**src/sv/sirs_pkg.sv**
```systemverilog
`timescale 1ns / 1ps
// ---------------------------------------------------------------------------
// sirs_pkg
// Shared widths, types and codes of the sorted increment ratio sum unit.
// ---------------------------------------------------------------------------
package sirs_pkg;

    localparam int SIRS_DEPTH = 256;
    localparam int TIME_W     = 32;
    localparam int PRICE_W    = 32;
    localparam int VALUE_W    = 64;
    localparam int COUNT_W    = 9;
    localparam int MODE_W     = 2;
    // |dp| fits 32 bits, so dp^2 << 16 and |dp| << 32 both fit 80 bits
    localparam int NUM_W      = 80;
    localparam int ROOT_IN_W  = 56;
    localparam int ROOT_W     = 28;

    typedef logic [TIME_W-1:0]         time_t;
    typedef logic signed [PRICE_W-1:0] price_t;
    typedef logic signed [VALUE_W-1:0] value_t;
    typedef logic [COUNT_W-1:0]        count_t;
    typedef logic [MODE_W-1:0]         mode_t;

    localparam mode_t MODE_DRIFT    = 2'd0;
    localparam mode_t MODE_VARIANCE = 2'd1;
    localparam mode_t MODE_ROOT     = 2'd2;
    localparam mode_t MODE_COUNT    = 2'd3;

    localparam count_t COUNT_MAX = '1;

    // Control broadcast to every sort cell
    typedef struct packed {
        logic   insert;
        logic   shift;
        time_t  x_time;
        price_t x_price;
    } cell_ctl_t;

endpackage

```
**src/sv/sirs_cell.sv**
```systemverilog
`timescale 1ns / 1ps
// ---------------------------------------------------------------------------
// sirs_cell
// One slot of the insertion sorting chain; holds one sample.
// ---------------------------------------------------------------------------
module sirs_cell (
    input  logic                clk,
    input  sirs_pkg::cell_ctl_t ctl,
    input  logic                occupied,
    input  logic                left_gt,
    input  sirs_pkg::time_t     left_time,
    input  sirs_pkg::price_t    left_price,
    input  sirs_pkg::time_t     right_time,
    input  sirs_pkg::price_t    right_price,
    output logic                gt,
    output sirs_pkg::time_t     time_q,
    output sirs_pkg::price_t    price_q
);
    import sirs_pkg::*;

    time_t  time_reg;
    price_t price_reg;

    // Empty slots rank above everything; equal times keep arrival order
    assign gt      = !occupied || (time_reg > ctl.x_time);
    assign time_q  = time_reg;
    assign price_q = price_reg;

    always_ff @(posedge clk)
    begin
        if (ctl.insert && gt)
        begin
            if (left_gt)
            begin
                time_reg  <= left_time;
                price_reg <= left_price;
            end
            else
            begin
                time_reg  <= ctl.x_time;
                price_reg <= ctl.x_price;
            end
        end
        else if (ctl.shift)
        begin
            time_reg  <= right_time;
            price_reg <= right_price;
        end
    end

endmodule

```
**config.mk**
```make
export PLATFORM = sky130hd
export DESIGN_NAME = sirs_cell
export DESIGN_NICKNAME = d
export VERILOG_FILES = /design/src/sv/sirs_pkg.sv /design/src/sv/sirs_cell.sv
export SDC_FILE = /design/constraint.sdc
export NUM_CORES = 1
export LEC_CHECK = 0
export ABC_CLOCK_PERIOD_IN_PS = 5760
export BUFFER_PORTS_ARGS = -buffer_cell sky130_fd_sc_hd__clkbuf_2
export CAP_MARGIN = 20
export CORE_ASPECT_RATIO = 1.1
export CORE_UTILIZATION = 49
export DETAILED_ROUTE_END_ITERATION = 8
export PLACE_DENSITY = 0.82
export REMOVE_ABC_BUFFERS = 1
export SYNTH_ARGS = -nofsm -noshare
export SYNTH_HDL_FRONTEND = slang
export SYNTH_SLANG_ARGS = --single-unit
export TNS_END_PERCENT = 30
```
**constraint.sdc**
```tcl
create_clock -name clk -period 5.76 [get_ports clk]
set_input_delay 0.864 -clock clk [delete_from_list [all_inputs] [get_ports clk]]
set_output_delay 0.864 -clock clk [all_outputs]
set_load 0.01 [all_outputs]
```
# Word level (Yosys, flattened, before mapping)
# Cells that the tools add are included.
# Widths: inputs -> output; s select.
[totals]
regBits = 64
in_bits = 197
word_cells = 13
output_inout_bits = 65
[classes]
reduce_logical = 4
n_mux = 6
n_lt_le_gt_ge = 1
[ops]
columns = ["cell", "count"]
rows = [
  ["$mux 32", 6],
  ["$gt 32x32->1", 1],
  ["$reduce_bool 2->1", 1],
  ["$logic_and 1x1->1", 1],
  ["$logic_not 1->1", 1],
  ["$logic_or 1x1->1", 1],
]

# Logic depth before layout (Yosys ltp)
# Gate-level depths: netlist of run 1.
[depth]
word_depth = 4
depth_mapped = 10
mapped_depth_nobuf = 8

# Worst setup path after synthesis of run 1
# OpenSTA, ideal clock, no wires.
[synth_timing]
kind = "input to register"
start = "input ctl[46] (netlist bit)"
end = "register price_reg[0] (netlist: price_q[0]), enable pin"
stages = 9
slack_ns = 1.428
setup_ns = 0.433
n_path_buf = 1
arrival_time_ns = 3.899
path_cell_list = "inv_1 > ha_1 > nand4_1 > nor4_1 > a21boi_0 > o31a_1 > clkbuf_1 > o21ai_0 > nand2b_1"
[synth_between]
elab_chain_len = 4
[synth_lines]
columns = ["item", "line", "rtl"]
rows = [
  ["start: declaration", "sirs_cell.sv:8", "input sirs_pkg::cell_ctl_t ctl,"],
  ["$gt 32x32->1", "sirs_cell.sv:25", "assign gt = !occupied || (time_reg > ctl.x_time);"],
  ["$logic_or 1x1->1", "sirs_cell.sv:25", ""],
  ["$logic_and 1x1->1", "sirs_cell.sv:31", "if (ctl.insert && gt)"],
  ["$reduce_bool 2->1 (no source line)", "-", ""],
  ["end signal: assignment", "sirs_cell.sv:36", "price_reg <= left_price;"],
  ["end signal: assignment", "sirs_cell.sv:41", "price_reg <= ctl.x_price;"],
  ["end signal: assignment", "sirs_cell.sv:47", "price_reg <= right_price;"],
  ["end: declaration", "sirs_cell.sv:22", "price_t price_reg;"],
]
# Every way passes these cells.
# A chain may end at the register's enable or synchronous reset.

# Worst setup path after layout of run 1
[layout_timing]
start = "input ctl[62] (netlist bit)"
end = "output gt"
[layout_between]
elab_chain_len = 2
[layout_lines]
columns = ["item", "line", "rtl"]
rows = [
  ["$gt 32x32->1", "sirs_cell.sv:25", ""],
  ["$logic_or 1x1->1", "sirs_cell.sv:25", ""],
  ["end: declaration", "sirs_cell.sv:15", "output logic gt,"],
]
# Every way passes these cells.

==> reports/summary.txt, run 1 <==
Most used DFF post-synth: edfxtp_1
Chip height: 117.6 µm
Lkg Pwr: 3.450 nW
RSZ-0062 raised after global routing: false
Port bufs: 261
Reg2Reg Capture Point: time_q[12]
Cts repair resizes: 0
All-Layer GR Usage: 0.2677
Reg2reg setup slack: 2.16 ns
Diodes inserted: 0
Synth top area cells: edfxtp_1 (32%), nor4b_1 (8.5%), o21a_1 (7.9%)
CP arrival: 3.44 ns
Hold Crit Class: in2reg
Drt via density: 5.910
H-tree depth: 3
Mean post-synth cell area: 8.434 µm²
CTS Hold Bufs: 0
Top Ports: 262
Pre-Repair DR Iteration Count: 4
Worst IR Drop VDD: 0.1410 mV
Final WS setup: 1.454 ns
DRT met1 WL: 6.980 mm
Met2 WL: 8.613 mm
Register area share after synthesis: 0.3228
Placed wire-length estimate: 11.75 mm
Synth async-reset ratio: 0
Final slew viol count: 0
Initial Utilization: 0.5113
# setup viols final: 0
Slew @ Worst Pin: 1.035 ns
Root buf cell: clkbuf_16
Setup TNS: 0 ns
EDFF count, synth: 64
Clock-pin slew on the worst setup and hold paths: 0.05 ns
Top Metal Used: met4
Worst setup EP type: primary output
Worst-path maximum fanout: 65
Tcrit/Tclk final: 0.7476
Vias in the first global route: 5699
Core footprint: 11640 µm²
Layout fillers: 996
Synth cell types: 35
DR WL met3: 1.131 mm
Setup WS pre-CTS: 1.481 ns
Antenna viol nets, final: 0
Cell Pwr Density: 242.5 nW/µm²
Total number of vias: 6306
Routed len/inst: 16.18 µm
Row cnt: 41
Maximum buffer depth of the clock tree: 2
Insertion delay to the later sink of the worst-skew pair: 0.33 ns
Hold Path End: time_q[16]
Synth area leader: edfxtp_1
Multi-input gate area: 3577 µm²
Register area: 1922 µm²
Initial antenna violation count: 0
Top cells by count, synth: nand2_1 (72), nor2_1 (67), edfxtp_1 (64), nor3_1 (64), o22ai_1 (64)
Seq cells post-synth: 64
Synth Warn #: 0
Hold Startpoint: right_time[16]
Synth-to-Final Area Change: 25.45%
Hold_ws: 0.9513 ns
Clock Sinks: 64
Post-synth top area share: 0.3228
Die area: 12600 µm²
Netlist Area Pre-Place: 5954 µm²
Max-cap viol count: 0
Gpl congestion: 0.8988
Routed wire length: 17.26 mm
Share of cells above drive strength 1: 0.3228
Min cycle time layout: 4.306 ns
F_max: 232.2 MHz
Post-CTS Setup Bufs: 0
Critical path class: in2out
Finished Cell Area: 7470 µm²
Power Total: 1.812 mW
TritonCTS Buffers: 9
Synthesized netlist cell count: 706
Slew margin rel.: 0.3100
Largest net degree at the start of global routing: 99
TritonCTS clock tree: done
WHS Path Cells: 3
Placement Cell Area: 7182 µm²
DRC viols: 0
Critical Path RT: 4.90 ns
Nets: 1141
Most common cell in the netlist: nand2_1
Worst setup SP type: input port
Initial detailed-routing violation count: 349
Status: complete, no violations
Start of the worst register-to-register path: time_q[27]
First-pass GRT wire length: 27.03 mm
Die X: 107.1 µm
Fin. Hold Viols: 0
GR Overflow Total: 0
Clk_skew: 0.005222 ns
Worst-case reg-to-reg path depth: 8
## state kept, by name, summed over array words and instances, names as in the netlist
register  cells
time_q       32
price_q      32
## per-layer routing
layer	track usage	up-vias
met5	0	-
met4	0.1190	0
met3	0.04540	39
met2	0.4601	272
met1	0.3246	2904
li1	-	3091
## report_power, final
| part | internal (mW) | total, mW | switching (mW) |
|---|---|---|---|
| combinational | 0.265 | 0.625 | 0.359 |
| clock | 0.331 | 0.535 | 0.205 |
| sequential | 0.617 | 0.651 | 0.0350 |
| total | 1.21 | 1.81 | 0.599 |
## through the flow
step                instances    util
floorplan                 632       -
global placement         1051  0.6167
detailed placement       1051  0.6167
CTS                      1067  0.6415
global route             1067  0.6415
finish                   1067  0.6415
## worst max path at each step
stage                 start          to  slack [ns]  cells past startpoint
finish              ctl[62]          gt        1.45                      9
global route        ctl[62]          gt        1.31                      9
CTS                 ctl[62]          gt        1.47                      9
detailed placement  ctl[62]          gt        1.48                      9
global placement    ctl[62]          gt        1.57                      9
floorplan           ctl[62]  price_q[0]       -1.25                      8
## area by class of cell
| type | count | share of cell area |
|---|---|---|
| timing repair buffer | 269 | 0.1836 |
| clock buffer | 9 | 0.03015 |
| inverter | 33 | 0.01658 |
| tap | 150 | 0.02513 |
| sequential | 64 | 0.2573 |
| multi-input combinational | 535 | 0.4789 |
| clock inverter | 7 | 0.008375 |
## worst max-delay path, cell delays in order
cell	delay, ns
clkbuf_2	0.08
inv_1	0.04
ha_1	0.30
nand4_1	0.17
nor4_1	0.62
and3_2	0.35
buf_4	0.58
o21ai_0	0.20
clkbuf_2	0.18
## cells in the final DEF (no fill, tap or decap), types with 2 or more instances in the layout
cell       Yosys  final
o21ai_0        6      6
nor4b_2        6      6
o211ai_1      32     32
o21a_1        63     63
clkbuf_16      0      9
nand3_1        4      4
edfxtp_1      64     64
nor4_1         2      2
nand4_1        6      6
nand2_1       72     71
a21oi_1       13     13
buf_4          3     10
nor4b_1       58     58
nor2_1        67     67
clkbuf_2       0    259
ha_1          32     32
mux2i_1       33     33
nor3_1        64     64
o22ai_1       64     64
clkinv_2       0      5
inv_1         33     33
## cell families after synthesis
family / after synthesis / synth area share
buffers and inverters: 107 / 0.08132
AND/OR/NAND/NOR: 284 / 0.2593
multiplexers: 33 / 0.05547
AO/OA/AOI/OAI: 186 / 0.2139
flip-flops: 64 / 0.3228
adder cells (fa/ha/maj): 32 / 0.06724
Power figures use the tool's default switching activity.
==> inputs of run 2 (changes only) <==
--- a/config.mk
+++ b/config.mk
@@ -5,13 +5,14 @@
 export SDC_FILE = /design/constraint.sdc
 export NUM_CORES = 1
 export LEC_CHECK = 0
-export ABC_CLOCK_PERIOD_IN_PS = 5760
+export ABC_AREA = 1
+export ABC_CLOCK_PERIOD_IN_PS = 3450
 export BUFFER_PORTS_ARGS = -buffer_cell sky130_fd_sc_hd__clkbuf_2
 export CAP_MARGIN = 20
 export CORE_ASPECT_RATIO = 1.1
-export CORE_UTILIZATION = 49
+export CORE_UTILIZATION = 40
 export DETAILED_ROUTE_END_ITERATION = 8
-export PLACE_DENSITY = 0.82
+export PLACE_DENSITY = 0.77
 export REMOVE_ABC_BUFFERS = 1
 export SYNTH_ARGS = -nofsm -noshare
 export SYNTH_HDL_FRONTEND = slang
==> constraint.sdc (replaced) <==
create_clock -name clk -period 3.45 [get_ports clk]
set_input_delay 0.5175 -clock clk [delete_from_list [all_inputs] [get_ports clk]]
set_output_delay 0.5175 -clock clk [all_outputs]
set_load 0.01 [all_outputs]
==> run 2 against run 1 <==
Effect of this change: sequential share of layout area is 5.7 points higher; critical path depth increased by 3; non-clock buffer count shrank 2; first-iteration DRC count shrank 61%; via count decreased by 29%; synthesized cell count shrank 25%; design area down 18%; largest power group unchanged.
==> reports/summary.txt, run 2 <==
Critical Path RT: 2.93 ns
Synth async-reset ratio: 0
Worst setup SP type: flip-flop
Root buf cell: clkbuf_16
Synth-to-Final Area Change: 37.27%
Initial Utilization: 0.4096
Layout fillers: 1046
Die X: 102.5 µm
Post-CTS Setup Bufs: 0
CP arrival: 2.07 ns
Diodes inserted: 0
Crit-path max cell delay: 0.40 ns
Chip height: 112.6 µm
DR WL met3: 950 µm
Min cycle time layout: 2.587 ns
GR Overflow Total: 0
Cts repair resizes: 0
Multi-input gate area: 2182 µm²
Top cells by count, synth: nand2_1 (199), nand3_1 (66), edfxtp_1 (64)
Most used DFF post-synth: edfxtp_1
Power Total: 2.618 mW
RSZ-0062 raised after global routing: false
F_max: 386.6 MHz
All-Layer GR Usage: 0.2051
Row cnt: 40
Hold Crit Class: in2reg
CTS Hold Bufs: 0
DRT met1 WL: 4.677 mm
Register area: 1922 µm²
Register area share after synthesis: 0.4321
Routed len/inst: 13.00 µm
Tcrit/Tclk final: 0.7498
Port bufs: 261
Most common cell in the netlist: nand2_1
Worst IR Drop VDD: 0.2048 mV
Fin. Hold Viols: 0
Initial detailed-routing violation count: 137
Crit-path slowest cell: edfxtp_1
Synth cell types: 21
Hold_ws: 0.4608 ns
Gpl congestion: 0.8066
Mean post-synth cell area: 8.392 µm²
TritonCTS clock tree: done
Drt via density: 4.812
Slew margin rel.: 0.5473
Fin cells: 929
Most frequent cells in the layout: clkbuf_2 (260), nand2_1 (197), nand3_1 (66)
Status: complete, no violations
Setup TNS: 0 ns
Clock-pin slew on the worst setup and hold paths: 0.06 ns
# setup viols final: 0
Lkg Pwr: 3.328 nW
Pre-Repair DR Iteration Count: 4
Share of cells above drive strength 1: 0.4105
Die area: 11550 µm²
Critical Path Start: time_q[7]
Insertion delay to the later sink of the worst-skew pair: 0.32 ns
Post-Place Cells: 913
Synth Warn #: 0
DRC viols: 0
Clk_skew: 0.009398 ns
Slew @ Worst Pin: 0.6790 ns
Post-synth top area share: 0.4321
First-pass GRT wire length: 18.41 mm
Nets: 1006
Start of the worst register-to-register path: time_q[7]
Utilization after layout: 0.5622
Core footprint: 10860 µm²
CP cell instances: ha_1, nand2_1, nor2_1, nand2_1, nand2_1, nand2_1, nand2_1, nand2_1, nand2_1, nand2_2, nand2_4, clkbuf_2
Critical path class: reg2out
Hold Startpoint: right_price[10]
Netlist Area Pre-Place: 4448 µm²
Placed wire-length estimate: 9.073 mm
TritonCTS Buffers: 9
Worst setup EP type: primary output
Top Ports: 262
Top Metal Used: met4
Worst-path maximum fanout: 20
Final slew viol count: 0
Synthesized netlist cell count: 530
Seq cells post-synth: 64
Total number of vias: 4470
Synth top area cells: edfxtp_1 (43%), nand2_1 (17%), ha_1 (9.0%)
Largest net degree at the start of global routing: 65
Maximum buffer depth of the clock tree: 2
Synth area leader: edfxtp_1
CP dominant cell by count: nand2_1
Antenna viol nets, final: 0
Cell Pwr Density: 428.8 nW/µm²
H-tree depth: 3
Most common cell after layout, fill and taps aside: clkbuf_2
Routed wire length: 12.07 mm
Vias in the first global route: 4099
Initial antenna violation count: 0
Max-cap viol count: 0
Clock Sinks: 64
EDFF count, synth: 64
Met2 WL: 6.276 mm
run 2: path summary, 6_finish.rpt:
| check | endpoint | slack, ns | cells after the start |
|---|---|---|---|
| worst max-delay path | gt | 0.86 | 12 |
| worst min-delay path | price_q[10] | 0.46 | 3 |
| worst max register to register | price_q[25] | 0.95 | 14 |
| worst min register to register | price_q[5] | 1.25 | 9 |
run 2: where the power goes:
part	total, mW	switching [mW]	internal (mW)
Combinational	0.703	0.400	0.303
Sequential	1.03	0.0416	0.992
Clock	0.882	0.331	0.551
run 2: critical path: cells and delay by family, from the launching register on:
kind	cells	cell delay, ns
buffers and inverters	1	0.18
AND/OR/NAND/NOR	10	0.85
adder cells (fa/ha/maj)	1	0.31
flip-flops	1	0.40
run 2: final cells by class:
| class | instances | area share |
|---|---|---|
| repair buffers | 267 | 0.2254 |
| well taps | 147 | 0.03012 |
| inverters | 41 | 0.02520 |
| flip-flops and latches | 64 | 0.3148 |
| multi-input cells | 394 | 0.3574 |
| clock inverters | 7 | 0.01025 |
| clock buffers | 9 | 0.03689 |
run 2: logic make-up (layout without fill, tap and decap cells):
logic type,after synthesis,count (layout),synth area share
AOI/OAI and AO/OA,48,48,0.05513
adders and majority gates,32,32,0.09001
buffers and inverters,72,324,0.07848
DFF,64,64,0.4321
muxes,33,33,0.08355
and+or+nand+nor,281,281,0.2608
run 2: per-layer routing:
layer / track usage / vias up
met2: 0.3822 / 195
met3: 0.05791 / 14
met4: 0.04952 / 0
met1: 0.2237 / 1992
li1: - / 2269
met5: 0 / -
run 2: per-stage QoR:
stage	worst slack, ns	area [µm²]
6_report	0.8631	6106
5_1_grt	0.6578	6106
4_1_cts	0.8083	6106
3_5_place_dp	0.7215	5818
3_3_place_gp	0.7791	5818
2_1_floorplan	-1.552	4253
