### src/sv/sirs_pkg.sv
`timescale 1ns / 1ps
// ---------------------------------------------------------------------------
// sirs_pkg
// Shared widths, types and codes of the sorted increment ratio sum unit.
// ---------------------------------------------------------------------------
package sirs_pkg;

    localparam int SIRS_DEPTH = 256;
    localparam int TIME_W     = 32;
    localparam int PRICE_W    = 32;
    localparam int VALUE_W    = 64;
    localparam int COUNT_W    = 9;
    localparam int MODE_W     = 2;
    // |dp| fits 32 bits, so dp^2 << 16 and |dp| << 32 both fit 80 bits
    localparam int NUM_W      = 80;
    localparam int ROOT_IN_W  = 56;
    localparam int ROOT_W     = 28;

    typedef logic [TIME_W-1:0]         time_t;
    typedef logic signed [PRICE_W-1:0] price_t;
    typedef logic signed [VALUE_W-1:0] value_t;
    typedef logic [COUNT_W-1:0]        count_t;
    typedef logic [MODE_W-1:0]         mode_t;

    localparam mode_t MODE_DRIFT    = 2'd0;
    localparam mode_t MODE_VARIANCE = 2'd1;
    localparam mode_t MODE_ROOT     = 2'd2;
    localparam mode_t MODE_COUNT    = 2'd3;

    localparam count_t COUNT_MAX = '1;

    // Control broadcast to every sort cell
    typedef struct packed {
        logic   insert;
        logic   shift;
        time_t  x_time;
        price_t x_price;
    } cell_ctl_t;

endpackage

### src/sv/sirs_div.sv
`timescale 1ns / 1ps
// ---------------------------------------------------------------------------
// sirs_div
// Restoring divider, wide numerator by 32-bit divisor, one bit per cycle.
// ---------------------------------------------------------------------------
module sirs_div (
    input  logic                      clk,
    input  logic                      rst_n,
    input  logic                      start,
    input  logic [sirs_pkg::NUM_W-1:0] num,
    input  logic [31:0]               den,
    output logic                      done,
    output logic [sirs_pkg::NUM_W-1:0] quot
);
    import sirs_pkg::*;

    localparam int CNT_W = $clog2(NUM_W + 1);

    logic [NUM_W-1:0] nq_reg;
    logic [31:0]      rem_reg;
    logic [31:0]      den_reg;
    logic [CNT_W-1:0] cnt_reg;
    logic             done_reg;
    logic [32:0]      trial;
    logic             fits;

    assign trial = {rem_reg, nq_reg[NUM_W-1]};
    assign fits  = trial >= {1'b0, den_reg};
    assign done  = done_reg;
    assign quot  = nq_reg;

    always_ff @(posedge clk or negedge rst_n)
    begin
        if (!rst_n)
        begin
            cnt_reg  <= '0;
            done_reg <= 1'b0;
        end
        else
        begin
            done_reg <= (cnt_reg == CNT_W'(1));
            if (start)
                cnt_reg <= CNT_W'(NUM_W);
            else if (cnt_reg != '0)
                cnt_reg <= cnt_reg - 1'b1;
        end
    end

    always_ff @(posedge clk)
    begin
        if (start)
        begin
            nq_reg  <= num;
            rem_reg <= '0;
            den_reg <= den;
        end
        else if (cnt_reg != '0)
        begin
            // shift quotient bits in behind the numerator
            nq_reg  <= {nq_reg[NUM_W-2:0], fits};
            rem_reg <= fits ? 32'(trial - {1'b0, den_reg}) : trial[31:0];
        end
    end

endmodule

### config.mk
export PLATFORM = sky130hd
export DESIGN_NAME = sirs_div
export DESIGN_NICKNAME = d
export VERILOG_FILES = /design/src/sv/sirs_pkg.sv /design/src/sv/sirs_div.sv
export SDC_FILE = /design/constraint.sdc
export NUM_CORES = 1
export LEC_CHECK = 0
export ABC_CLOCK_PERIOD_IN_PS = 3130
export BUFFER_PORTS_ARGS = -buffer_cell sky130_fd_sc_hd__buf_4
export CAP_MARGIN = 20
export CORE_ASPECT_RATIO = 1.25
export CORE_UTILIZATION = 49
export DETAILED_ROUTE_END_ITERATION = 7
export GPL_TIMING_DRIVEN = 0
export PLACE_DENSITY = 0.77
export REMOVE_ABC_BUFFERS = 1
export SLEW_MARGIN = 30
export SYNTH_ARGS = -nofsm -noshare
export SYNTH_HDL_FRONTEND = slang
export SYNTH_SLANG_ARGS = --single-unit
### constraint.sdc
create_clock -name clk -period 3.13 [get_ports clk]
set_input_delay 0.626 -clock clk [delete_from_list [all_inputs] [get_ports clk]]
set_output_delay 0.626 -clock clk [all_outputs]
set_load 0.01 [all_outputs]
# Word level (Yosys, flattened, before mapping)
# Cells that the tools add are included.
[word_totals]
regBits = 152
inputBits = 115
output_inout_bits = 81
[op_classes]
addsub = 2
magnitude_cmp = 1
n_eq_ne = 1
n_mux = 5
n_reduce_logical = 2
[op_table]
columns = ["op", "n"]
rows = [
  ["80-bit 2-to-1 mux", 2],
  ["33-bit by 32-bit greater-or-equal comparator with 1-bit output", 1],
  ["32-bit 2-to-1 mux", 1],
  ["32-bit subtractor", 1],
  ["7-bit 2-to-1 mux", 2],
  ["7-bit by 1-bit equality test with 1-bit output (second input constant)", 1],
  ["7-bit nonzero test", 1],
  ["7-bit by 1-bit subtractor with 7-bit output (second input constant)", 1],
  ["2-bit nonzero test", 1],
]

# Depth between registers and ports, before layout
# Gate-level depths: netlist of the first run.
[depth]
depth_word = 3
depth_mapped = 13

# Least setup slack after synthesis of the first run
# OpenSTA, ideal clock, no wires.
[synth_timing]
path_kind = "input to register"
start = "in start"
end = "reg nq_reg[0], in the netlist quot[0], enable pin"
setup_time_ns = 0.793
arrival_time_ns = 2.764
required_time_ns = 2.337
slack_ns = -0.426
stages = 5
path_cell_list = "clkbuf_1 > inv_1 > clkbuf_1 > clkbuf_1 > nand2_1"
[synth_between]
elab_chain_len = 1
[synth_lines]
columns = ["item", "line_no", "source"]
rows = [
  ["from (decl)", "sirs_div.sv:9", "input logic start,"],
  ["2-bit nonzero test (no line)", "n/a", ""],
  ["to (signal assigned)", "sirs_div.sv:53", "nq_reg <= num;"],
  ["to (signal assigned)", "sirs_div.sv:60", "nq_reg <= {nq_reg[NUM_W-2:0], fits};"],
  ["to (decl)", "sirs_div.sv:19", "logic [NUM_W-1:0] nq_reg;"],
]
# No other way between the ends.
# A chain may end at the register's enable or synchronous reset.

# Final worst setup path of the first run
[layout_timing]
start = "reg den_reg[17]"
end = "reg rem_reg[25]"
[layout_between]
elab_chain_len = 2
elab_cells_between_ends = 3
classes_between = "add/sub: 1; order compare: 1; mux: 1"
[layout_lines]
columns = ["item", "line_no", "source"]
rows = [
  ["from (decl)", "sirs_div.sv:21", "logic [31:0] den_reg;"],
  ["from (signal assigned)", "sirs_div.sv:55", "den_reg <= den;"],
  ["32-bit subtractor or 33-bit by 32-bit greater-or-equal comparator with 1-bit output (tied branches)", "sirs_div.sv:61, sirs_div.sv:28", ""],
  ["32-bit 2-to-1 mux (*)", "sirs_div.sv:61", "rem_reg <= fits ? 32'(trial - {1'b0, den_reg}) : trial[31:0];"],
  ["to (signal assigned)", "sirs_div.sv:61", ""],
  ["to (decl)", "sirs_div.sv:20", "logic [31:0] rem_reg;"],
]
# Every way passes the cells marked *; elsewhere a longest branch is shown, timed or not.

==> results of run 1 <==
## power breakdown
part,switching (W),internal (W),total [W]
Sequential,0.000274,0.00258,0.00285
Clock,0.000837,0.00130,0.00214
Combinational,0.00181,0.00156,0.00337
Total,0.00292,0.00543,0.00836
## critical path: stages, from the launching register on
cell      delay (ns)
edfxtp_1        0.33
inv_1           0.05
ha_1            0.42
nand2_1         0.17
nor2_2          0.21
nor4b_1         0.27
a41oi_1         0.22
o31ai_1         0.16
a21oi_4         0.08
buf_4           0.22
or3_4           0.42
o21ai_1         0.14
## metal layers
layer	track usage	up-vias
met2	0.393	228
met1	0.271	2829
li1	-	2913
met4	0.0945	0
met3	0.0891	35
met5	0	-
## synthesized netlist by cell type, types with 9 or more instances
| cell | number |
|---|---|
| mux2_2 | 80 |
| xnor2_1 | 17 |
| clkbuf_1 | 18 |
| xor2_1 | 15 |
| inv_1 | 44 |
| o21ai_1 | 14 |
| nand2_1 | 29 |
| dfxtp_1 | 32 |
| o211a_1 | 9 |
| nor2_1 | 61 |
| o21ai_0 | 12 |
| a211oi_1 | 22 |
| ha_1 | 34 |
| a21oi_1 | 45 |
| edfxtp_1 | 112 |
| nor3_1 | 20 |
## what timing repair did
action                                  CTS  global route
endpoints found under the setup margin    2             0
hold endpoints to repair                  7             0
hold buffers                              1             0
setup buffers                             1             0
## logic make-up after synthesis
| logic type | after synthesis |
|---|---|
| and+or+nand+nor | 158 |
| AOI/OAI and AO/OA | 154 |
| DFF | 152 |
| muxes | 80 |
| buffers and inverters | 76 |
| adders and majority gates | 35 |
| xor gates and xnor gates | 32 |
## how the worst max path moves through the flow
| stage | end | startpoint | slack (ns) | depth (start not counted) |
|---|---|---|---|---|
| after floorplan | quot[0] | cnt_reg[0] | -1.16 | 5 |
| after global placement | quot[11] | cnt_reg[0] | -3.15 | 5 |
| after detailed placement | quot[3] | start | 0.008 | 5 |
| after CTS | rem_reg[16] | den_reg[26] | 0.37 | 11 |
| after global routing | rem_reg[30] | quot[79] | 0.13 | 12 |
| final | rem_reg[25] | den_reg[17] | 0.37 | 11 |
## area by class of cell
cell class	count	area, um^2	share of cell area
Sequential cell	152	4200	0.405
Multi-Input combinational cell	459	3510	0.338
Timing Repair Buffer	203	1630	0.157
Clock buffer	21	460	0.0443
Tap cell	212	265	0.0255
Inverter	44	165	0.0159
Clock inverter	11	148	0.0142
## stage by stage
stage,util,power (W),instances,setup TNS (ns)
floorplan,-,0.00520,655,-92.77
detailed placement,0.619,0.00621,1068,0
finish,0.659,0.00836,1102,0
global route,0.659,0.00887,1102,0
CTS,0.659,0.00839,1102,0
global placement,0.608,0.00603,1062,-260.27
==> metrics.yaml, run 1 <==
clockBufferDepth: 2
track_usage: 0.236
num_vias: 6005
grt-ovfl-total: 0
maxCapViolations: 0
ys_warn_count: 0
first_iter_violations: 309
post_cts_resized: 0
synth_cells: 687
worst_hold_path.endpoint: "den_reg[27]"
hold_violations: 0
grt_pass1_wl_um: 29900
r2r_setup_slack_ns: 0.37
rsz0062_at_grt: "no"
fmax_mhz: 362
synth-simple-area-share: 0.0965
final_area_um2: 10400
ir_drop_v: 0.000485
cts_tree: "done"
rr_startpoint: "den_reg[17]"
crit_path_max_fanout: 18
yosys.area.top_type: "edfxtp_1"
synth_area_um2: 8000
die-area_um2: 16800
r2r_end: "rem_reg[25]"
fin_crit_ns: 2.76
required_ns: 3.48
nNetsFinal: 1027
wl_met3_um: 1870
initial_core_util: 0.508
synth_fa_ha_area_frac: 0.0557
synth_seq_cells: 152
post-place-ws_ns: 0.00756
largest_reg_flops: 80
hp-start: "den[27]"
antenna_found_initial: 0
ys_types: 70
fp.dieH_um: 145
critPathKind: "reg -> reg"
maxSlewViolCount: 0
critPathCaptureType: "flip-flop"
placed_area_um2: 9760
synth_compound_area_frac: 0.136
first_pass_iters: 6
maxUsedRoutingLayer: "met4"
num_rows: 51
fp.coreArea_um2: 15800
synth_top_family_by_area: "compound AO/OA/AOI/OAI gates"
clk_transition_reported_paths_ns: 0.06
cts_buffers: 17
drc: 0
post-dp-hpwl_um: 14100
io_pins: 196
p_leak_nw: 4.52
drive_gt1_frac: 0.376
die_x_um: 116
ys_seq_area_frac: 0.525
wire_per_inst_um: 17.3
grt_pass1_vias: 6125
cts.sinks: 152
async_reset_ff_frac: 0.0526
synth_ff_type: "edfxtp_1"
worstSetupStartpointType: "flip-flop"
final_antenna_net_count: 0
reg2reg_depth: 11
whs_ns: 0.374
route.met2.wl_um: 9220
tightestPinTransition_ns: 0.754
synth_top_area_frac: 0.420
synthMuxAreaShare: 0.113
layout-area-overhead-vs-synth_pct: 29.8
wl_met1_um: 7510
final_common_cell: "buf_4"
fin_skew_ns: 0.0109
n_antenna_cell: 0
setup_ws_ns: 0.371
fillers: 1247
min_path_type: "in -> reg"
status: "finished, final reports clean"
setup_viol_count_final: 0
cp.arrival_ns: 3.11
clk_latency_ns: 0.42
power_density_nw_per_um2: 805
slew_headroom: 0.497
hold-path-cell-count: 1
port_buffers: 195
gp_congestion: 0.865
finalCritPeriodShare: 0.881
grt_max_degree: 87
synth_edf_count: 112
htree_levels: 4
synthTopCellsByArea: "edfxtp_1 42%, mux2_2 11%, dfxtp_1 8.0%"
synth_xor_area_frac: 0.0350
layout_common_cells: "195 x buf_4, 112 x edfxtp_1, 80 x mux2_2"
wirelength_um: 19100
root_buffer: "clkbuf_16"
syn_avg_cell_area_um2: 11.6
viasPerCell: 5.45
Power figures use the tool's default switching activity.
==> run 2: changes to the inputs <==
CORE_UTILIZATION = 35   (was 49)
GPL_TIMING_DRIVEN = not set   (was 0)
PLACE_DENSITY = not set   (was 0.77)
==> run 2 against run 1 <==
Design area rose by 0.54%. Register-to-register slack got worse by 0.06 ns. Combinational power fell by 2%. Fmax shrank 2.2%. Non-clock buffer count increased by 5. Hold slack worse by 0.0086 ns. Sequential cell count unchanged. Highest routed layer unchanged. Die area is 39% higher. Largest power group unchanged.
==> metrics.yaml, run 2 (synthesis results as in run 1) <==
status: "finished, final reports clean"
rsz0062_at_grt: "no"
critPathKind: "reg -> reg"
clockBufferDepth: 2  # unchanged
pwr-share-clk: 0.267  # +0.011
root_buffer: "clkbuf_16"
wire_per_inst_um: 17.3  # -0.12%
htree_levels: 4  # unchanged
p_leak_nw: 4.53  # +0.29%
min_path_type: "in -> reg"
post-dp-hpwl_um: 15000  # +6.5%
critPathCaptureType: "flip-flop"
cp_cell_sequence: "inv_1 > ha_1 > fa_1 > nand2b_1 > a21oi_1 > nor2_1 > o21ai_4 > a31oi_2 > o31ai_2 > xnor2_1 > o211ai_2 > o211a_1"
placed_area_um2: 9800  # +0.46%
layout-area-overhead-vs-synth_pct: 30.5
largest_reg_flops: 80  # unchanged
first_pass_iters: 4  # -2
cp.arrival_ns: 3.14  # +0.03 ns
tightestPinTransition_ns: 0.448  # -0.306 ns
fillers: 2128  # +71%
cts.sinks: 152  # unchanged
nNetsFinal: 1032  # +0.49%
required_ns: 3.45  # -0.03 ns
worstSetupStartpointType: "flip-flop"
whs_ns: 0.366  # -0.00864 ns
setup_viol_count_final: 0  # unchanged
num_rows: 61  # +20%
switching_share: 0.360  # +0.0103
io_pins: 196  # unchanged
worst-path-buf-inv: 1  # -1
seqPwrFrac: 0.340  # about the same
cp_top_family: "compound AO/OA/AOI/OAI gates"
critPathSlowestCell: "edfxtp_1"
drc: 0  # unchanged
die_x_um: 137  # +18%
fp.dieH_um: 171  # +18%
first_iter_violations: 255  # -17%
hold_violations: 0  # unchanged
power.switching_w: 0.00301  # +3.2%
place_inst: 1145  # +7.2%
maxCapViolations: 0  # unchanged
fin_cells: 1178  # +6.9%
antenna_found_initial: 1  # +1
clk_transition_reported_paths_ns: 0.07  # about the same
fmax_mhz: 355  # -2.2%
cell_internal_pwr_w: 0.00536  # -1.4%
ir_drop_v: 0.000391  # -19%
grt_pass1_wl_um: 32100  # +7.6%
fin_skew_ns: 0.0194  # +0.00849 ns
viasPerCell: 5.04  # -7.5%
final_common_cell: "buf_4"
fp.coreArea_um2: 22400  # +42%
fin_crit_ns: 2.82  # +0.0619 ns
slew_headroom: 0.698  # +0.202
power_density_nw_per_um2: 802  # -0.32%
drive_gt1_frac: 0.380  # +0.00391
wirelength_um: 20400  # +6.8%
final_antenna_net_count: 0  # unchanged
layout_common_cells: "204 x buf_4, 112 x edfxtp_1, 80 x mux2_2"
crit_path_max_fanout: 5  # -13
maxSlewViolCount: 0  # unchanged
grt-ovfl-total: 0  # unchanged
grt_pass1_vias: 6021  # -1.7%
comb_power_share: 0.392  # -0.011
gp_congestion: 0.834  # -3.6%
clk_latency_ns: 0.43  # about the same
die-area_um2: 23500  # +39%
track_usage: 0.181  # -0.0549
max_stage_delay_ns: 0.40  # -0.02 ns
initial_core_util: 0.358  # -0.150
finalCritPeriodShare: 0.901  # +0.0198
final_area_um2: 10400  # +0.54%
cts_tree: "done"
num_vias: 5939  # -1.1%
port_buffers: 195  # unchanged
grt_max_degree: 49  # -44%
cts_buffers: 17  # unchanged
post_cts_resized: 0  # unchanged
[run 2: changes by cell type in the layout (fill, tap and decap cells not counted), moves of 3 or more]
cell and change:
buf_4 +9, inv_8 +5, buf_16 -4, clkinvlp_4 -4, inv_6 +3
[run 2: repair_timing]
action | in CTS | in global routing
setup buffers | 0 | 0
setup endpoints to repair | 0 | 0
endpoints found under the hold margin | 8 | 0
hold buffers | 1 | 0
[run 2: worst paths after layout]
check | from | endpoint | slack, ns | cells after the start
worst max register to register | quot[79] | rem_reg[26] | 0.31 | 12
worst max-delay path | quot[79] | rem_reg[26] | 0.31 | 12
max in group asynchronous | rst_n | cnt_reg[1] | 2.44 | 2
worst min register to register | rem_reg[1] | rem_reg[1] | 0.49 | 2
min in group asynchronous | rst_n | cnt_reg[5] | 0.55 | 2
worst min-delay path | den[30] | den_reg[30] | 0.37 | 1
[run 2: power by group through the flow]
stage          clock, W  sequential, W  combinational [W]
5_1_grt         0.00237        0.00291            0.00365
4_1_cts         0.00230        0.00285            0.00330
3_5_place_dp          0        0.00289            0.00328
3_3_place_gp          0        0.00289            0.00327
6_report        0.00224        0.00285            0.00329
2_1_floorplan         0        0.00287            0.00233
[run 2: per-layer routing]
metal,up-vias,routed length (um),global-route usage
met1,2798,8200,0.215
li1,2932,-,-
met2,189,10000,0.298
met4,0,299,0.0597
met5,-,0,0
met3,20,1840,0.0684
[run 2: layout make-up]
| type | count | area (um^2) | share of cell area |
|---|---|---|---|
| repair buffers | 208 | 1590 | 0.153 |
| flip-flops and latches | 152 | 4200 | 0.403 |
| diodes | 1 | 2.50 | 0.000240 |
| clock buffers | 17 | 425 | 0.0407 |
| inverters | 44 | 165 | 0.0158 |
| clock inverters | 14 | 199 | 0.0191 |
| well taps | 283 | 354 | 0.0339 |
| multi-input cells | 459 | 3500 | 0.335 |
[run 2: per-stage QoR]
stage          setup slack, ns  power (W)  TNS (ns)   util
2_1_floorplan            -1.16    0.00520    -92.77      -
3_5_place_dp             0.336    0.00617         0  0.438
4_1_cts                  0.317    0.00846         0  0.467
5_1_grt                  0.114    0.00894         0  0.467
3_3_place_gp             0.327    0.00616         0  0.438
6_report                 0.309    0.00837         0  0.467
