## src/sv/sirs_pkg.sv

```systemverilog
`timescale 1ns / 1ps
// ---------------------------------------------------------------------------
// sirs_pkg
// Shared widths, types and codes of the sorted increment ratio sum unit.
// ---------------------------------------------------------------------------
package sirs_pkg;

    localparam int SIRS_DEPTH = 256;
    localparam int TIME_W     = 32;
    localparam int PRICE_W    = 32;
    localparam int VALUE_W    = 64;
    localparam int COUNT_W    = 9;
    localparam int MODE_W     = 2;
    // |dp| fits 32 bits, so dp^2 << 16 and |dp| << 32 both fit 80 bits
    localparam int NUM_W      = 80;
    localparam int ROOT_IN_W  = 56;
    localparam int ROOT_W     = 28;

    typedef logic [TIME_W-1:0]         time_t;
    typedef logic signed [PRICE_W-1:0] price_t;
    typedef logic signed [VALUE_W-1:0] value_t;
    typedef logic [COUNT_W-1:0]        count_t;
    typedef logic [MODE_W-1:0]         mode_t;

    localparam mode_t MODE_DRIFT    = 2'd0;
    localparam mode_t MODE_VARIANCE = 2'd1;
    localparam mode_t MODE_ROOT     = 2'd2;
    localparam mode_t MODE_COUNT    = 2'd3;

    localparam count_t COUNT_MAX = '1;

    // Control broadcast to every sort cell
    typedef struct packed {
        logic   insert;
        logic   shift;
        time_t  x_time;
        price_t x_price;
    } cell_ctl_t;

endpackage

```

## src/sv/sirs_sqrt.sv

```systemverilog
`timescale 1ns / 1ps
// ---------------------------------------------------------------------------
// sirs_sqrt
// Iterative integer square root, one result bit per cycle.
// ---------------------------------------------------------------------------
module sirs_sqrt (
    input  logic                          clk,
    input  logic                          rst_n,
    input  logic                          start,
    input  logic [sirs_pkg::ROOT_IN_W-1:0] x,
    output logic                          done,
    output logic [sirs_pkg::ROOT_W-1:0]    root
);
    import sirs_pkg::*;

    logic [ROOT_IN_W-1:0] x_reg;
    logic [ROOT_IN_W-1:0] res_reg;
    logic [ROOT_IN_W-1:0] bit_reg;
    logic                 busy_reg;
    logic                 done_reg;
    logic [ROOT_IN_W:0]   trial;

    assign trial = {1'b0, res_reg} + {1'b0, bit_reg};
    assign done  = done_reg;
    assign root  = res_reg[ROOT_W-1:0];

    always_ff @(posedge clk or negedge rst_n)
    begin
        if (!rst_n)
        begin
            busy_reg <= 1'b0;
            done_reg <= 1'b0;
        end
        else
        begin
            done_reg <= busy_reg && bit_reg[0];
            if (start)
                busy_reg <= 1'b1;
            else if (bit_reg[0])
                busy_reg <= 1'b0;
        end
    end

    always_ff @(posedge clk)
    begin
        if (start)
        begin
            x_reg   <= x;
            res_reg <= '0;
            bit_reg <= {2'b01, {(ROOT_IN_W-2){1'b0}}};
        end
        else if (busy_reg)
        begin
            if ({1'b0, x_reg} >= trial)
            begin
                x_reg   <= x_reg - trial[ROOT_IN_W-1:0];
                res_reg <= (res_reg >> 1) + bit_reg;
            end
            else
                res_reg <= res_reg >> 1;
            bit_reg <= bit_reg >> 2;
        end
    end

endmodule

```

## config.mk

```make
export PLATFORM = sky130hd
export DESIGN_NAME = sirs_sqrt
export DESIGN_NICKNAME = d
export VERILOG_FILES = /design/src/sv/sirs_pkg.sv /design/src/sv/sirs_sqrt.sv
export SDC_FILE = /design/constraint.sdc
export NUM_CORES = 1
export LEC_CHECK = 0
export BUFFER_PORTS_ARGS = -buffer_cell sky130_fd_sc_hd__buf_2
export CORE_MARGIN = 10
export CORE_UTILIZATION = 55
export DETAILED_ROUTE_END_ITERATION = 6
export PLACE_DENSITY = 0.73
export RECOVER_POWER = 25
export SETUP_SLACK_MARGIN = 0.1
export SLEW_MARGIN = 15
export SYNTH_ARGS = -nofsm -noshare
export SYNTH_HDL_FRONTEND = slang
export SYNTH_SLANG_ARGS = --single-unit
export TNS_END_PERCENT = 100
```

## constraint.sdc

```tcl
create_clock -name clk -period 14.56 [get_ports clk]
set_clock_uncertainty 0.2 [all_clocks]
set_input_delay 0.728 -clock clk [delete_from_list [all_inputs] [get_ports clk]]
set_output_delay 0.728 -clock clk [all_outputs]
set_load 0.005 [all_outputs]
```

# [After elaboration in Yosys (flattened, before gate mapping)]
# Cells that the tools add are included.
[op_classes] add_sub_neg=3 magnitude_cmp=1 muxes=6 reduce_logical=5
[ops] op="2-to-1 mux 56 bit" n=4
[ops] op="adder 56 x 55 -> 57 bit" n=1
[ops] op="greater-or-equal comparator 56 x 57 -> 1 bit" n=1
[ops] op="adder 55 x 55 -> 56 bit" n=1
[ops] op="subtractor 56 bit" n=1
[ops] op="nonzero test 2 bit" n=3
[ops] op="2-to-1 mux 1 bit" n=2
[ops] op="AND reduction 2 bit" n=1
[ops] op="logical AND 1 bit" n=1
[totals] register_bits=142 out_inout_bits=29 wordCells=20

# [Depth between registers and ports, before layout]
# Gate-level depths: netlist of the first run.
[logic_depth] word_depth=5 ltp_mapped=26 depth_no_buf=22

# [Worst setup path before layout of the first run]
# No wires, ideal clock.
[synth_path] kind="reg-to-reg" startpoint="reg res_reg[2]" endpoint="reg x_reg[0], enable pin" setup_ps=547 arrival_time_ps=8692 t_required_ps=13813 slack_ps=5121 stages_incl_launch_ff=23 n_path_buf=3 synth_period_minus_slack_ps=9439 path_cell_list="dfxtp_1 -> ha_1 -> a311oi_1 -> o31ai_1 -> a21o_1 -> a21o_1 -> a31oi_1 -> o221ai_1 -> a21o_1 -> o31a_1 -> a31o_2 -> xnor2_1 -> ha_1 -> nand4_1 -> nor3_1 -> nand4_1 -> o31ai_1 -> nand2_1 -> and2_4 -> buf_6 -> buf_6 -> clkbuf_1 -> o21ai_0"
[synth_between] elab_chain_cells=4
[synth_lines] element="from (decl)" line_no="sirs_sqrt.sv:17" source="logic [ROOT_IN_W-1:0] res_reg;"
[synth_lines] element="from (signal assigned)" line_no="sirs_sqrt.sv:57" source="res_reg <= (res_reg >> 1) + bit_reg;"
[synth_lines] element="from (signal assigned)" line_no="sirs_sqrt.sv:60" source="res_reg <= res_reg >> 1;"
[synth_lines] element="adder 56 x 55 -> 57 bit" line_no="sirs_sqrt.sv:23" source="assign trial = {1'b0, res_reg} + {1'b0, bit_reg};"
[synth_lines] element="greater-or-equal comparator 56 x 57 -> 1 bit" line_no="sirs_sqrt.sv:54" source="if ({1'b0, x_reg} >= trial)"
[synth_lines] element="nonzero test 2 bit (no line)"
[synth_lines] element="AND reduction 2 bit (no line)"
[synth_lines] element="to (signal assigned)" line_no="sirs_sqrt.sv:56" source="x_reg <= x_reg - trial[ROOT_IN_W-1:0];"
[synth_lines] element="to (decl)" line_no="sirs_sqrt.sv:16" source="logic [ROOT_IN_W-1:0] x_reg;"
# Every way passes these cells.
# A chain may end at the register's enable or synchronous reset.

# [Worst setup path after layout of the first run]
[layout_path] startpoint="reg res_reg[2]" endpoint="reg x_reg[44], enable pin"
# The elaborated chain is that of the path after synthesis.

==> flow_summary.yaml, run 1 <==
finish:
  layout-drive-gt1-share_pct: 7.20
  multi_input_area_um2: 8980
  area_delta_synth_final_pct: 6.58
  post-route-util_pct: 59.6
  nFillCells: 2162
  final-seq-area_um2: 3410
  nets: 1842
die:
  initial_core_util_pct: 55.9
  pin_count: 88
  die-area_um2: 30400
  fp.dieH_um: 174
  die_w_um: 174
  core_area_um2: 23500
  core.rowCount: 56
clock_tree:
  insertion_delay_ps: 440
  cts.repair.resized: 0
  cts_sinks: 142
  clk_pin_slew_worst_paths_ps: 60
  htree_levels: 4
  clockRootBuffer: "clkbuf_16"
  cts_tree: "done"
  post-cts-setup-buffer-count: 0
  ctsHoldBuffers: 1
  cts_buffers: 17
  clock_path_buffers: 2
setup_path:
  start_kind: "flip-flop"
  path_cells: "ha_1 > a311oi_1 > o31ai_1 > a21o_1 > a21o_1 > a31oi_1 > o221ai_1 > a21o_1 > o31a_1 > a31o_2 > xnor2_1 > ha_1 > nand4_1 > nor3_1 > nand4_1 > o31ai_1 > nand2_1 > and2_4 > o21ai_4 > buf_4"
  crit_required_ps: 14450
  critPathKind: "reg -> reg"
  critPathBufInv: 1
  crit_path_frequent_cell: "a21o_1"
  worst-path-max-fanout: 81
  critPathMaxStageDelay_ps: 830
  critical_path.slowest_cell: "o21ai_4"
  critPathTopFamily: "compound AO/OA/AOI/OAI gates"
  cp.arrival_ps: 7730
  end_kind: "flip-flop"
placement:
  numPortBuffers: 87
  dpl.hpwl_mm: 28.4
  pre_cts_slack_ps: 6790
  place_congestion: 0.957
synthesis:
  netlist_top_cells_area: "dfxtp_1 (13%), edfxtp_1 (13%), ha_1 (11%)"
  ys_seq_elements: 142
  synth_common_cells: "nand2_1 (193), nor2_1 (158), o21ai_0 (141), ha_1 (114), a21oi_1 (94)"
  synthArstFlopShare_pct: 1.41
  synth_top_area_cell: "dfxtp_1"
  synthesis.nets: 1846
  synth_top_area_share_pct: 12.8
  synth.distinct_cells: 67
  yosysMostFrequentCell: "nand2_1"
  yosysWarnings: 0
  synth_area_um2: 13100
  synthCells: 1672
  synth_edf_count: 56
  synth_ff_type: "dfxtp_1"
  postSynthAreaPerCell_um2: 7.84
  ys_seq_area_share_pct: 26.0
sta:
  rsz0062_at_grt: "no"
  drv_slew: 194
  fin_crit_sh_pct: 53.9
  setup_viol_count_final: 0
  tightest_slew_ps: 2160
  fin_hold_ws_ps: 311
  fin_ws_ps: 6720
  hold_viol: 0
  max_freq_mhz: 128
  fin_crit_ps: 7840
  slew_headroom_pct: -44.2
  setup_tns_ps: 0
power_and_ir_drop:
  power_density_nw_per_um2: 162
  p_leak_nw: 5.53
  peakVddDrop_mv: 0.0853
status:
  outcome: "complete, but fails checks"
  violations: "max-capacitance violations, max-slew violations"
global_routing:
  grt_pass1_wl_mm: 61.5
  antenna_found_initial: 1
  grt_usage_pct: 24.2
  grt_pass1_vias: 11900
  grt_max_degree: 82
  grt.overflow.total: 0
drt:
  drc: 0
  dr.pass1.iters: 7
  wire_per_inst_um: 18.9
  viasPerCell: 6.30
  ant_nets: 0
  dr_total_vias: 12600
  drt_wl_total_mm: 37.9
  initialDrtViolationCount: 1151
hold_path:
  min-delay-path-class: "reg -> reg"
job:
  cap_viol_max_count: 4
area by class of cell:
type                       count  share of cell area [%]
clock inverter                13                   0.993
antenna                        1                  0.0179
sequential                   142                    24.4
clock buffer                  19                    3.10
inverter                      44                    1.18
timing repair buffer          94                    3.18
tap                          319                    2.86
multi-input combinational   1369                    64.3
power by group:
group          leakage (nW)  switching [W]  internal (W)  total [W]
Clock                 0.282       0.000189      0.000253   0.000442
Sequential             1.29      0.0000532      0.000545   0.000598
Combinational          3.96       0.000764      0.000459    0.00122
Total                  5.53        0.00101       0.00126    0.00226
logic make-up (layout without fill, tap and decap cells):
| kind of cell | count (synthesis) | in the layout | synth area share (%) |
|---|---|---|---|
| AOI/OAI and AO/OA | 538 | 538 | 26.9 |
| xor gates and xnor gates | 117 | 117 | 7.81 |
| adders and majority gates | 115 | 115 | 11.0 |
| buffers and inverters | 161 | 170 | 5.57 |
| DFF | 142 | 142 | 26.0 |
| muxes | 40 | 40 | 3.12 |
| other | 0 | 1 | 0 |
| and+or+nand+nor | 559 | 559 | 19.6 |
through the flow:
stage          power [W]  cells  instance area (um^2)
2_1_floorplan    0.00153   1672                 13100
3_3_place_gp     0.00179   1967                 13500
3_5_place_dp     0.00180   1967                 13500
4_1_cts          0.00225   2000                 14000
5_1_grt          0.00243   2000                 14000
6_report         0.00226   2001                 14000
worst reg2reg max path: stages, from the launching register on:
cell and delay (ps):
dfxtp_1 440, ha_1 320, a311oi_1 390, o31ai_1 260, a21o_1 260, a21o_1 230, a31oi_1 500, o221ai_1 400
a21o_1 270, o31a_1 290, a31o_2 280, xnor2_1 130, ha_1 410, nand4_1 200, nor3_1 250, nand4_1 140
o31ai_1 260, nand2_1 370, and2_4 520, o21ai_4 850, buf_4 530
per-layer routing:
metal	share of wire, %	routed length, um	vias to the layer above	GRT usage [%]
li1	-	-	6211	-
met3	7.3	2770	56	4.40
met1	45	17200	5866	32.1
met4	2.1	789	0	7.59
met2	45	17200	478	39.0
met5	0	0	-	0
final timing paths:
check	endpoint	start	cells after the start	slack (ps)
worst min-delay path	res_reg[0]	res_reg[0]	2	310
min in group asynchronous	done	rst_n	2	410
max in group asynchronous	busy_reg	rst_n	2	13630
worst max register to register	x_reg[44]	res_reg[2]	20	6720
worst max-delay path	x_reg[44]	res_reg[2]	20	6720
worst min register to register	res_reg[0]	res_reg[0]	2	310
layout by cell type, fill, tap and decap left out, types with 18 or more instances in the layout:
master,instances
clkbuf_1,35
o31ai_1,24
xor2_1,56
edfxtp_1,56
a31oi_1,64
nor2_1,158
ha_1,114
a21o_1,38
mux2i_1,33
and3_1,18
xnor2_1,61
nor2b_1,19
inv_1,42
nand4_1,43
o21bai_1,21
buf_2,56
or3_1,27
a211oi_1,30
dfxtp_1,84
a311oi_1,28
nor3_1,21
nand2_1,193
nand3_1,38
o21ai_0,140
a21oi_1,94
Note: power is estimated with default switching activity, not from simulation.
==> run 2: changes to the inputs <==
--- a/config.mk
+++ b/config.mk
@@ -5,11 +5,12 @@
 export SDC_FILE = /design/constraint.sdc
 export NUM_CORES = 1
 export LEC_CHECK = 0
+export ABC_AREA = 1
 export BUFFER_PORTS_ARGS = -buffer_cell sky130_fd_sc_hd__buf_2
 export CORE_MARGIN = 10
 export CORE_UTILIZATION = 55
 export DETAILED_ROUTE_END_ITERATION = 6
-export PLACE_DENSITY = 0.73
+export PLACE_DENSITY = 0.75
 export RECOVER_POWER = 25
 export SETUP_SLACK_MARGIN = 0.1
 export SLEW_MARGIN = 15
==> constraint.sdc (replaced) <==
create_clock -name clk -period 6.7 [get_ports clk]
set_clock_uncertainty 0.2 [all_clocks]
set_input_delay 0.335 -clock clk [delete_from_list [all_inputs] [get_ports clk]]
set_output_delay 0.335 -clock clk [all_outputs]
set_load 0.005 [all_outputs]
==> flow_summary.yaml, run 2 <==
die:
  core_area_um2: 28900
  die-area_um2: 36600
  fp.dieH_um: 191
  pin_count: 88
  core.rowCount: 62
  die_w_um: 191
  initial_core_util_pct: 56.0
clock_tree:
  htree_levels: 4
  cts_sinks: 142
  cts_tree: "done"
  clk_pin_slew_worst_paths_ps: 60
  clockRootBuffer: "clkbuf_16"
  cts_buffers: 17
  post-cts-setup-buffer-count: 0
  clock_path_buffers: 2
  insertion_delay_ps: 480
sta:
  drv_slew: 121
  setup_viol_count_final: 0
  tightest_slew_ps: 2760
  hold_viol: 1
  setup_tns_ps: 0
  max_freq_mhz: 160
  rsz0062_at_grt: "no"
  fin_crit_ps: 6240
  fin_ws_ps: 465
  slew_headroom_pct: -83.8
  fin_crit_sh_pct: 93.1
  fin_hold_ws_ps: -6.59
synthesis:
  synth_top_area_cell: "nand2_1"
  yosysWarnings: 0
  synth_ff_type: "dfxtp_1"
  yosysMostFrequentCell: "nand2_1"
  synthesis.nets: 2867
  postSynthAreaPerCell_um2: 6.00
  netlist_top_cells_area: "nand2_1 (16%), dfxtp_1 (10%), edfxtp_1 (10%)"
  synth_common_cells: "nand2_1 (696), inv_1 (351), nor2_1 (313), nand3_1 (251), a21oi_1 (206)"
  synth_top_area_share_pct: 16.2
  ys_seq_elements: 142
  synth_area_um2: 16200
  synth.distinct_cells: 49
  synth_edf_count: 56
  ys_seq_area_share_pct: 21.1
  synthArstFlopShare_pct: 1.41
  synthCells: 2693
placement:
  place_area_um2: 16700
  pre_cts_slack_ps: 658
  dpl.hpwl_mm: 47.0
  numPortBuffers: 87
  dp.cells: 3083
  place_congestion: 1.06
setup_path:
  start_kind: "flip-flop"
  rrSetupSlack_ps: 460
  worst-path-max-fanout: 20
  critical_path.slowest_cell: "nor4_1"
  r2r_start: "res_reg[20]"
  ff2ff_path_depth: 24
  reg2reg_to: "x_reg[9]"
  crit_required_ps: 6670
  path_cells: "clkbuf_1 > ha_1 > nand2_1 > nor2_1 > inv_1 > nor4_1 > nand3_1 > nand3_1 > a21oi_1 > xor2_1 > ha_1 > nand2_1 > nor2_1 > nand2_1 > nor3_2 > nand4_1 > o21ai_0 > nand2_1 > nand2_2 > clkinv_1 > nand3_2 > nand2_1 > nand2_4 > buf_12"
  crit_path_frequent_cell: "nand2_1"
  critPathMaxStageDelay_ps: 680
  critPathKind: "reg -> reg"
  cp.arrival_ps: 6210
  end_kind: "flip-flop"
power_and_ir_drop:
  power_density_nw_per_um2: 422
  p_leak_nw: 7.83
  peakVddDrop_mv: 0.309
  p_total_w: 0.00747
finish:
  instances_no_fill: 3165
  nets: 2942
  area_delta_synth_final_pct: 9.61
  final_common_cell: "nand2_1"
  layout-drive-gt1-share_pct: 5.43
  diodes: 0
  layout_common_cells: "nand2_1 (694), inv_1 (351), nor2_1 (313)"
  fin_area_um2: 17700
drt:
  initialDrtViolationCount: 2037
  drt_wl_total_mm: 59.7
  ant_nets: 0
  dr.pass1.iters: 7
  wl_met2_mm: 26.4
  top_layer: "met5"
  dr_total_vias: 18600
  viasPerCell: 5.88
  wl_met1_mm: 26.0
  met3RoutedLength_mm: 5.67
  drc: 1
  wire_per_inst_um: 18.9
hold_path:
  min-delay-path-class: "in -> reg"
  holdPathStages: 3
  hp-start: "x[24]"
  hold_end: "x_reg[24]"
global_routing:
  grt_pass1_wl_mm: 92.9
  grt_max_degree: 64
  grt_usage_pct: 32.0
  antenna_found_initial: 1
  grt_pass1_vias: 16900
  grt.overflow.total: 0
job:
  cap_viol_max_count: 2
status:
  outcome: "complete, but fails checks"
  violations: "design-rule violations, negative hold slack, max-capacitance violations, max-slew violations"
==> run 2: cell count changes in the layout (fill, tap and decap cells not counted), moves of 28 or more <==
cell / change
a21oi_1: +112
nand3_1: +213
inv_1: +309
a31oi_1: -47
nor2_1: +155
mux2i_1: -33
o21ai_0: +31
a311oi_1: -28
dlygate4sd3_1: +49
nand2_1: +501
==> run 2: worst max path at each step <==
stage	end	startpoint	cells past startpoint	slack [ps]
after floorplan	x_reg[0]	res_reg[6]	29	1130
after global placement	x_reg[11]	res_reg[22]	23	550
after detailed placement	x_reg[11]	bit_reg[0]	28	660
after CTS	x_reg[11]	bit_reg[0]	28	570
after global routing	x_reg[7]	bit_reg[0]	28	210
final	x_reg[9]	res_reg[20]	24	460
==> run 2: per-layer routing <==
| metal | global-route usage [%] | up-vias |
|---|---|---|
| met4 | 10.2 | 2 |
| met1 | 43.7 | 8601 |
| li1 | - | 8972 |
| met3 | 5.50 | 104 |
| met2 | 50.4 | 931 |
| met5 | 0 | - |
==> run 2: report_power, final <==
group | leakage, nW | internal [W] | switching [W]
registers | 1.29 | 0.00130 | 0.000302
logic | 6.25 | 0.00164 | 0.00325
clock network | 0.290 | 0.000549 | 0.000427
total | 7.83 | 0.00349 | 0.00398
==> run 2: per-stage QoR <==
stage,hold WS (ps),util (%)
4_1_cts,6.37,61.5
3_5_place_dp,-28.5,57.8
3_3_place_gp,-31.0,57.8
6_report,-6.59,61.4
5_1_grt,3.64,61.4
2_1_floorplan,-161,-
==> run 2: worst max-delay path: cells and delay by family, from the launching register on <==
kind	cells	cell delay [ps]
DFF	1	300
and+or+nand+nor	15	3200
xor gates and xnor gates	1	200
buffers and inverters	4	890
adders and majority gates	2	730
AOI/OAI and AO/OA	2	370
==> run 2: final cells by class <==
cell class,count,area (um^2)
fillers,2902,11100
multi-input cells,2093,10900
flip-flops and latches,142,3410
inverters,362,1360
repair buffers,152,1030
clock buffers,24,526
well taps,384,480
clock inverters,8,51.3
==> run 2: what timing repair did <==
item | 4_1_cts | 5_1_grt
resized for setup | 0 | 2
hold buffers | 50 | 0
setup endpoints to repair | 0 | 104
hold endpoints to repair | 51 | 0
==> run 2: cells by family (layout without fill, tap and decap cells) <==
group | Yosys count | count (layout) | share of synthesized area (%)
AND/OR/NAND/NOR | 1388 | 1388 | 36.1
flip-flops | 142 | 142 | 21.1
adder cells (fa/ha/maj) | 115 | 115 | 8.95
AO/OA/AOI/OAI | 484 | 484 | 16.3
XOR/XNOR | 106 | 106 | 5.75
buffers and inverters | 458 | 546 | 11.8
==> run 3: changes to the inputs <==
--- a/config.mk
+++ b/config.mk
@@ -7,6 +7,7 @@
 export LEC_CHECK = 0
 export ABC_AREA = 1
 export BUFFER_PORTS_ARGS = -buffer_cell sky130_fd_sc_hd__buf_2
+export CORE_ASPECT_RATIO = 0.6
 export CORE_MARGIN = 10
 export CORE_UTILIZATION = 55
 export DETAILED_ROUTE_END_ITERATION = 6
==> flow_summary.yaml, run 3 (synthesized netlist as in run 2, its figures left out) <==
status:
  outcome: "complete, but fails checks"
  violations: "max-capacitance violations, max-slew violations"
hold_path:
  hp-start: "x[52]"
  min-delay-path-class: "in -> reg"
  holdPathStages: 3
  hold_end: "x_reg[52]"
global_routing:
  grt_max_degree: 71
  grt_usage_pct: 33.3
  grt_pass1_vias: 16800
  grt_pass1_wl_mm: 96.4
  grt.overflow.total: 0
  antenna_found_initial: 0
die:
  pin_count: 88
  initial_core_util_pct: 56.1
  fp.dieH_um: 153
  die-area_um2: 36900
  die_w_um: 241
  core_area_um2: 28800
  core.rowCount: 48
finish:
  layout_common_cells: "nand2_1 (694), inv_1 (351), nor2_1 (313)"
  area_delta_synth_final_pct: 9.06
  fin_area_um2: 17600
  nets: 2938
  final_common_cell: "nand2_1"
  layout-drive-gt1-share_pct: 5.44
  diodes: 0
clock_tree:
  clock_path_buffers: 2
  clockRootBuffer: "clkbuf_16"
  cts_tree: "done"
  clk_pin_slew_worst_paths_ps: 70
  insertion_delay_ps: 460
  htree_levels: 4
  cts_sinks: 142
  post-cts-setup-buffer-count: 0
  cts_buffers: 17
setup_path:
  crit_path_frequent_cell: "nand2_1"
  critPathMaxStageDelay_ps: 440
  critPathKind: "reg -> reg"
  ff2ff_path_depth: 27
  worst-path-max-fanout: 56
  start_kind: "flip-flop"
  crit_required_ps: 6620
  critical_path.slowest_cell: "o21ai_1"
  rrSetupSlack_ps: 580
  cp.arrival_ps: 6040
  reg2reg_to: "x_reg[4]"
  end_kind: "flip-flop"
  r2r_start: "bit_reg[0]"
drt:
  initialDrtViolationCount: 2823
  viasPerCell: 5.98
  dr.pass1.iters: 7
  wire_per_inst_um: 20.1
  dr_total_vias: 18800
  drt_wl_total_mm: 63.2
  drc: 0
  ant_nets: 0
sta:
  drv_slew: 162
  setup_tns_ps: 0
  fin_hold_ws_ps: 13.2
  slew_headroom_pct: -121
  max_freq_mhz: 164
  tightest_slew_ps: 3320
  hold_viol: 0
  fin_crit_ps: 6120
  rsz0062_at_grt: "no"
  fin_crit_sh_pct: 91.3
  setup_viol_count_final: 0
job:
  cap_viol_max_count: 3
placement:
  place_area_um2: 16600
  place_congestion: 1.10
  dpl.hpwl_mm: 50.5
  numPortBuffers: 87
power_and_ir_drop:
  power_density_nw_per_um2: 431
  peakVddDrop_mv: 0.242
  p_leak_nw: 7.78
[run 3: cell types whose count changed in the layout (fill, tap and decap cells not counted), moves of 2 or more]
| cell | previous run | this run |
|---|---|---|
| inv_4 | 0 | 2 |
| clkinv_2 | 5 | 2 |
| dlygate4sd3_1 | 50 | 46 |
| buf_2 | 66 | 62 |
| buf_4 | 8 | 10 |
| clkbuf_16 | 20 | 17 |
| inv_6 | 2 | 7 |
| inv_8 | 0 | 2 |
[run 3: stage by stage]
stage	power, W	worst slack, ps	instances	utilization, %
2_1_floorplan	0.00506	1130	2693	-
6_report	0.00759	585	3152	61.1
3_3_place_gp	0.00630	577	3074	57.8
5_1_grt	0.00814	170	3152	61.1
4_1_cts	0.00740	431	3152	61.3
3_5_place_dp	0.00640	470	3074	57.8
[run 3: timing repair]
item	CTS	global route
resized for setup	0	2
hold buffers	46	0
hold endpoints to repair	47	0
setup endpoints to repair	0	112
[run 3: cell type report]
| class | count | area [um^2] |
|---|---|---|
| fillers | 2871 | 11200 |
| multi-input cells | 2093 | 10800 |
| flip-flops and latches | 142 | 3410 |
| inverters | 362 | 1360 |
| repair buffers | 148 | 975 |
| well taps | 375 | 469 |
| clock buffers | 18 | 439 |
| clock inverters | 14 | 118 |
[run 3: worst max path at each step]
| stage | start | end | slack [ps] | cells after the start |
|---|---|---|---|---|
| floorplan | res_reg[6] | x_reg[0] | 1130 | 29 |
| global placement | bit_reg[0] | x_reg[11] | 580 | 27 |
| detailed placement | bit_reg[0] | x_reg[8] | 470 | 27 |
| CTS | bit_reg[0] | x_reg[47] | 430 | 27 |
| global route | bit_reg[0] | res_reg[9] | 170 | 29 |
| finish | bit_reg[0] | x_reg[4] | 580 | 27 |
[run 3: power breakdown]
group          leakage, nW  internal [W]  total [W]  switching (W)
Clock                0.278      0.000497   0.000966       0.000469
Sequential            1.29       0.00129    0.00158       0.000282
Combinational         6.21       0.00164    0.00505        0.00341
[run 3: metal layers]
layer | global-route usage (%) | wire length (um)
met1 | 49.7 | 28500
met2 | 43.6 | 23900
met3 | 12.7 | 9830
met4 | 6.26 | 960
met5 | 0 | 0
[run 3: critical path, delay by kind of cell, from the launching register on]
kind                     cells  cell delay (ps)
adder cells (fa/ha/maj)      3             1040
buffers and inverters        3              470
AND/OR/NAND/NOR             15             2070
flip-flops                   1              420
XOR/XNOR                     1              100
AO/OA/AOI/OAI                5             1430
